--- config.mk ---
export PLATFORM = sky130hd
export DESIGN_NAME = rcr_controller
export DESIGN_NICKNAME = d
export VERILOG_FILES = /design/src/rcr_pkg.sv /design/src/rcr_controller.sv
export SDC_FILE = /design/constraint.sdc
export NUM_CORES = 1
export LEC_CHECK = 0
export BUFFER_PORTS_ARGS = -buffer_cell sky130_fd_sc_hd__buf_2
export CORE_MARGIN = 2
export CORE_UTILIZATION = 45
export DETAILED_ROUTE_END_ITERATION = 8
export GPL_TIMING_DRIVEN = 1
export PLACE_DENSITY = 0.78
export SLEW_MARGIN = 20
export SYNTH_ARGS = -nofsm -noshare
export SYNTH_HDL_FRONTEND = slang
export SYNTH_SLANG_ARGS = --single-unit
export TNS_END_PERCENT = 5
--- constraint.sdc ---
create_clock -name clock -period 3.2 [get_ports clock]
set_input_delay 0.32 -clock clock [delete_from_list [all_inputs] [get_ports clock]]
set_output_delay 0.32 -clock clock [all_outputs]
set_load 0.05 [all_outputs]
--- src/rcr_pkg.sv ---
// Package: shared types and constants for the register change recorder.
`timescale 1ns / 1ps
package rcr_pkg;
   localparam int TABLE_DEPTH = 64;
   localparam int IDX_W = (TABLE_DEPTH > 1) ? $clog2(TABLE_DEPTH) : 1;
   localparam int CNT_W = $clog2(TABLE_DEPTH + 1);
   localparam logic [15:0] IGNORED_RESET = 16'd833;
   localparam logic [1:0] CMD_START = 2'd0;
   localparam logic [1:0] CMD_UPDATE = 2'd1;
   localparam logic [1:0] CMD_STOP = 2'd2;
   localparam logic [1:0] CMD_RESERVED = 2'd3;
   localparam logic ADDR_IGNORED = 1'b0;

   typedef struct packed {
      logic [1:0] cmd;
      logic [15:0] reg_index;
      logic signed [15:0] value;
   } req_type;

   typedef struct packed {
      logic kind;
      logic [15:0] entry_index;
      logic signed [15:0] first_value;
      logic signed [15:0] latest_value;
      logic signed [15:0] difference;
      logic signed [15:0] lowest_value;
      logic signed [15:0] highest_value;
      logic [15:0] change_total;
      logic last;
   } rsp_type;

   typedef enum logic [3:0] {
      ST_IDLE, ST_CLEAR, ST_UPD_READ, ST_UPD_WRITE, ST_STOP_MAX_SCAN,
      ST_STOP_READ, ST_STOP_CHECK, ST_STOP_EMIT, ST_STOP_LOOK, ST_OUT
   } state_type;

   typedef struct packed {
      logic clear_step;    // clear used bit at scan_idx, advance scan
      logic load_req;      // capture request
      logic mem_read_req;  // read entry at request index
      logic upd_write;     // perform update write
      logic scan_reset;    // scan_idx = 0
      logic scan_step;     // advance scan
      logic mem_read_scan; // read entry at scan index
      logic max_track;     // fold entry into max search
      logic max_reset;     // clear max register
      logic emit_summary;  // load summary into output register
      logic target_top;    // target = all ones for the first pass
      logic target_next;   // target = found next lower count
      logic emit_notice;   // load notice into output register
      logic mark_last;     // set last on held output
   } cmd_type;

   typedef struct packed {
      logic scan_done;
      logic req_ok;        // update may touch the table
      logic entry_used;
      logic entry_changed; // new value differs from latest
      logic match;         // scanned entry matches target count
      logic has_next;      // lower count exists
   } status_type;
endpackage

--- src/rcr_controller.sv ---
// Controller: sequences start, update and stop transactions.
`timescale 1ns / 1ps
module rcr_controller (
   input  logic clock,
   input  logic reset,
   input  logic req_valid,
   output logic req_stall,
   input  logic [1:0] req_cmd,
   output logic rsp_valid,
   input  logic rsp_stall,
   output rcr_pkg::cmd_type cmd,
   input  rcr_pkg::status_type status,
   output logic recording
);
   import rcr_pkg::*;

   state_type state_ff, state_in;
   logic rec_ff, rec_in;
   logic vld_ff, vld_in;
   logic pend_ff, pend_in;  // summary result waits for its successor
   logic take;

   assign req_stall = (state_ff != ST_IDLE) || vld_ff;
   assign take = req_valid && !req_stall;
   assign rsp_valid = vld_ff;
   assign recording = rec_ff;

   always_ff @(posedge clock) begin
      if (reset) begin
         state_ff <= ST_IDLE;
         rec_ff <= 1'b0;
         vld_ff <= 1'b0;
         pend_ff <= 1'b0;
      end else begin
         state_ff <= state_in;
         rec_ff <= rec_in;
         vld_ff <= vld_in;
         pend_ff <= pend_in;
      end
   end

   // next state
   always_comb begin
      state_in = state_ff;
      case (state_ff)
         ST_IDLE: begin
            if (take) begin
               case (req_cmd)
                  CMD_START: state_in = ST_CLEAR;
                  CMD_UPDATE: state_in = ST_UPD_READ;
                  CMD_STOP: state_in = ST_STOP_MAX_SCAN;
                  default: state_in = ST_IDLE;
               endcase
            end
         end
         ST_CLEAR: if (status.scan_done) state_in = ST_IDLE;
         ST_UPD_READ: state_in = status.req_ok ? ST_UPD_WRITE : ST_IDLE;
         ST_UPD_WRITE: state_in = ST_IDLE;
         ST_STOP_MAX_SCAN: state_in = ST_STOP_READ;
         ST_STOP_READ: state_in = ST_STOP_CHECK;
         ST_STOP_CHECK: begin
            if (status.match) state_in = ST_STOP_EMIT;
            else if (status.scan_done) state_in = ST_STOP_LOOK;
            else state_in = ST_STOP_READ;
         end
         ST_STOP_EMIT: begin
            if (pend_ff || (vld_ff && rsp_stall)) state_in = ST_STOP_EMIT;
            else if (status.scan_done) state_in = ST_STOP_LOOK;
            else state_in = ST_STOP_READ;
         end
         ST_STOP_LOOK: state_in = status.has_next ? ST_STOP_READ : ST_OUT;
         ST_OUT: if (!vld_ff || !rsp_stall) state_in = ST_IDLE;
         default: state_in = ST_IDLE;
      endcase
   end

   // outputs
   always_comb begin
      cmd = '0;
      rec_in = rec_ff;
      vld_in = vld_ff && rsp_stall;
      pend_in = pend_ff;
      case (state_ff)
         ST_IDLE: begin
            if (take) begin
               cmd.load_req = 1'b1;
               cmd.scan_reset = 1'b1;
               cmd.max_reset = 1'b1;
               if (req_cmd == CMD_START) rec_in = 1'b1;
               if (req_cmd == CMD_STOP) rec_in = 1'b0;
            end
         end
         ST_CLEAR: cmd.clear_step = 1'b1;
         ST_UPD_READ: cmd.mem_read_req = 1'b1;
         ST_UPD_WRITE: begin
            cmd.upd_write = 1'b1;
            if (status.entry_used && status.entry_changed) begin
               cmd.emit_notice = 1'b1;
               vld_in = 1'b1;
            end
         end
         ST_STOP_MAX_SCAN: begin
            // first pass finds top count: target starts at all ones
            cmd.max_reset = 1'b1;
            cmd.target_top = 1'b1;
         end
         ST_STOP_READ: cmd.mem_read_scan = 1'b1;
         ST_STOP_CHECK: begin
            cmd.max_track = 1'b1;
            if (!status.match && !status.scan_done) cmd.scan_step = 1'b1;
         end
         ST_STOP_EMIT: begin
            if (pend_ff) begin
               // a later summary exists, so the held one is not the final one
               pend_in = 1'b0;
               vld_in = 1'b1;
            end else if (!(vld_ff && rsp_stall)) begin
               // output register free: load this summary and hold it back
               cmd.emit_summary = 1'b1;
               pend_in = 1'b1;
               if (!status.scan_done) cmd.scan_step = 1'b1;
            end
         end
         ST_STOP_LOOK: begin
            cmd.target_next = 1'b1;
            cmd.max_reset = 1'b1;
            cmd.scan_reset = 1'b1;
         end
         ST_OUT: begin
            if (pend_ff) begin
               cmd.mark_last = 1'b1;
               pend_in = 1'b0;
               vld_in = 1'b1;
            end
         end
         default: ;
      endcase
   end
endmodule

# ---- After elaboration in Yosys (flattened, before gate mapping)
# Index checks and enable logic that the tools add are counted.
dict set report word_totals {
  output_inout_bits 17
  regBits 7
  word_cells 78
  inputBits 12
}
dict set report op_classes {
  n_mux 39
  reduce_logical 21
  eq_ne 14
}
# op n
set op_table {}
lappend op_table {{case mux 4 bit (9 select lines)} 1}
lappend op_table {{two-way mux 4 bit} 7}
lappend op_table {{two-way mux 1 bit} 24}
lappend op_table {{equality test 4 x 3 -> 1 bit, second input constant} 4}
lappend op_table {{case mux 1 bit (2 select lines)} 5}
lappend op_table {{case mux 3 bit (3 select lines)} 1}
lappend op_table {{equality test 4 x 2 -> 1 bit, second input constant} 2}
lappend op_table {{equality test 4 bit, second input constant} 2}
lappend op_table {{!= test 2 bit, second input constant} 3}
lappend op_table {{AND reduction 3 bit} 2}
lappend op_table {{zero test 1 bit} 5}
lappend op_table {{equality test 4 x 1 -> 1 bit, second input constant} 1}
lappend op_table {{logical AND 1 bit} 4}
lappend op_table {{zero test 4 bit} 1}
lappend op_table {{nonzero test 2 bit} 2}
lappend op_table {{nonzero test 4 bit} 1}
lappend op_table {{OR reduction 2 bit} 2}
lappend op_table {{logical OR 1 bit} 3}
lappend op_table {{equality test 2 x 1 -> 1 bit, second input constant} 1}
lappend op_table {{equality test 2 bit, second input constant} 1}
lappend op_table {{zero test 2 bit} 1}
lappend op_table {{two-way mux 2 bit} 1}

# ---- Longest topological paths before layout
dict set report depth {
  depth_word 6
  mapped_depth 6
  ltp_nobuf 4
}

# ---- Worst setup path before layout
# OpenSTA, ideal clock, no wires.
dict set report synth_path {
  path_type {register to output}
  start {register state_ff[1]}
  end {output cmd[5] (netlist name)}
  path_stages_with_launch 5
  n_path_buf 1
  slack_ns 0.637
  arrival_ns 2.243
  required_time_ns 2.880
  path_cell_list {dfxtp_1 -> buf_2 -> nand2b_1 -> nor3_1 -> or3_1}
}
# element line_no
set synth_lines {}
lappend synth_lines {{start, declared} rcr_controller.sv:17} ;# state_type state_ff, state_in;
lappend synth_lines {{start signal, assigned} rcr_controller.sv:35} ;# state_ff <= state_in;
lappend synth_lines {{end, declared} rcr_controller.sv:11} ;# output rcr_pkg::cmd_type cmd,

==> run_results.csv <==
group,metric,value,unit
outcome,status,"finished clean",
die,rows,13,
routing,wire_per_inst,12.4,µm
sta,fmax,0.465,GHz
global_routing,grt_max_degree,20,
die,die_h,40.7,µm
routing,vias,743,
setup_path,worstSetupEndpointType,"output pin",
clock_tree,cts_root_buf,"clkbuf_4",
setup_path,path_class,"reg -> out",
logic_synthesis,synthTopCellsByArea,"dfxtp_1, nor2_1, a21oi_1",
setup_path,path_cells,"nand2b_1, nor2_1, and3_1, buf_2",
worst_hold_path,hold_depth,2,
clock_tree,ctsHoldBuffers,0,
logic_synthesis,synth-warning-count,0,
clock_tree,clkSinkCount,7,
power_and_ir_drop,ir_drop,0.184,mV
die,io_pins,29,
clock_tree,cts_tree,"done",
clock_tree,htree_num_levels,1,
sta,setup_tns,0,ps
logic_synthesis,async_reset_ff_share,0,%
setup_path,critPathTopFamily,"flip-flops",
sta,clock_skew,2.37,ps
global_routing,grt_antenna_before_repair,0,
clock_tree,clkTransAtPathRegs,50,ps
setup_path,rr_endpoint,"pend_ff",
logic_synthesis,synth_top_area_share,23.1,%
placed_design,port_buffers,28,
logic_synthesis,syn-cell-area,606,µm²
die,core_region_area,1280,µm²
sta,setup_viol,0,
sta,slew_headroom,57.2,%
logic_synthesis,synth_top_cell_by_area,"dfxtp_1",
setup_path,startpoint_type,"register",
setup_path,reg2regPathDepth,4,
routing,post_drt_via_cell_ratio,5.94,
sta,rsz0062_at_grt,"no",
sta,drv_slew,0,
placed_design,dp_hpwl,1150,µm
logic_synthesis,ys.flop_type,"dfxtp_1",
logic_synthesis,ys_seq_elements,7,
global_routing,grt_pass1_vias,514,
worst_hold_path,hold_start,"req_cmd[1]",
setup_path,r2r-start,"state_ff[0]",
setup_path,ff2ff_setup_slack,1650,ps
setup_path,crit_required,2880,ps
routing,firstDrtPassIters,5,
worst_hold_path,hold_class,"in -> reg",
sta,fin_crit_sh,67.2,%
logic_synthesis,avgSynthCellArea,7.30,µm²
routing,drtIter0Drc,28,
power_and_ir_drop,finalPower,289,µW
setup_path,crit_buf_inv,1,
clock_tree,clock_path_buffers,2,
cells_and_area,antenna_cells,0,
logic_synthesis,synth_cell_type_count,31,
setup_path,critPathLaunch,"state_ff[0]",
global_routing,grt_pass1_wl,2180,µm
setup_path,cp_max_fo,19,
routing,wirelength,1550,µm
setup_path,crit_arrival,1830,ps
clock_tree,cts_buffers,3,
power_and_ir_drop,p_leak,0.375,nW
logic_synthesis,syn_nets,95,
routing,ant_nets,0,
sta,hold_viol_final,0,
die,die_w,40.7,µm
logic_synthesis,seq_area_frac_synth,23.1,%
clock_tree,cts_setup_buffers,0,
sta,worst_pin_slew,642,ps
clock_tree,cts_resized,0,
worst_hold_path,whs_endpoint,"recording",
cells_and_area,nets,123,
die,initial_utilization,47.1,%
power_and_ir_drop,power_per_cell_area,377,nW/µm²
die,die-area,1660,µm²
cells_and_area,area_growth_syn_to_layout,26.4,%
global_routing,grt_usage,20.8,%
sta,finalCriticalPeriod,2150,ps
run,maxCapViolCount,0,
setup_path,critPathMaxStageDelay,730,ps
clock_tree,clock_latency,260,ps
global_routing,grt_overflow,0,
logic_synthesis,synth_edf_count,0,
setup_path,slowest_stage,"dfxtp_1",
placed_design,place_congestion,0.834,
logic_synthesis,synthCells,83,
cells_and_area,drive_gt1_share,33.6,%
routing,drc,0,
==> cells in the final DEF, fill, tap and decap left out, types with 2 or more instances in the layout <==
cell type,instances
o21ai_0,5
buf_2,28
a21oi_1,8
or2_2,2
a21o_1,2
nand2_1,3
nor2_1,11
and3_1,4
o211ai_1,2
and2_1,2
nand3_1,4
nor3_1,4
nand2b_1,4
dfxtp_1,7
clkbuf_4,3
or4_1,2
inv_1,3
==> cells by family after synthesis <==
family / share of synthesized area, %
DFF: 23.1
muxes: 1.65
AOI/OAI and AO/OA: 27.9
buffers and inverters: 5.99
and+or+nand+nor: 41.3
==> flip-flops by register name, indices dropped and copies added, names as in the netlist <==
name / flops
rsp_valid: 1
pend_ff: 1
recording: 1
state_ff: 4
==> cell usage after synthesis (2+ instances only) <==
| library cell | n |
|---|---|
| or4_1 | 2 |
| o21ai_0 | 5 |
| inv_1 | 3 |
| a21oi_1 | 8 |
| o211ai_1 | 2 |
| nand3_1 | 4 |
| and3_1 | 4 |
| nand2b_1 | 4 |
| buf_2 | 5 |
| a21o_1 | 2 |
| and2_1 | 2 |
| nor3_1 | 4 |
| or2_2 | 2 |
| nand2_1 | 3 |
| nor2_1 | 11 |
| dfxtp_1 | 7 |
==> cell type report <==
class,instances,area (µm²)
Clock buffer,4,26.3
Fill cell,119,519
Inverter,3,11.3
Multi-Input combinational cell,68,429
Sequential cell,7,140
Tap cell,15,18.8
Timing Repair Buffer,28,140
==> how the worst max path moves through the flow <==
stage                     slack, ps  cells after the start  endpoint
after floorplan                 640                      4    cmd[5]
after global placement         1400                      4    cmd[4]
final                          1050                      4    cmd[1]
after global routing            930                      4    cmd[4]
after detailed placement       1350                      4    cmd[1]
after CTS                      1060                      4    cmd[1]
==> power by group <==
group          total [mW]  internal, mW  switching, mW
combinational       0.104        0.0342         0.0702
clock              0.0831        0.0478         0.0353
sequential          0.101        0.0910         0.0103
==> metal layers <==
metal | vias to the layer above | share of wire, % | routed length, µm | track usage (%)
met1 | 332 | 44 | 677 | 26.1
met2 | 42 | 43 | 674 | 32.1
met4 | 0 | 2.8 | 43 | 12.5
li1 | 364 | - | - | -
met3 | 5 | 10 | 156 | 4.89
met5 | - | 0 | 0 | 0
==> stage by stage <==
stage                     hold WS, ps  cell area, µm²  setup WS [ps]  utilization [%]  std cells
after floorplan                   389             606            637                -         83
after global placement            491             739           1400             57.5        121
after detailed placement          497             739           1350             57.5        121
after CTS                         300             766           1060             59.6        125
after global routing              307             766            927             59.6        125
final                             312             766           1050             59.6        125
(Power assumes the default switching activity.)
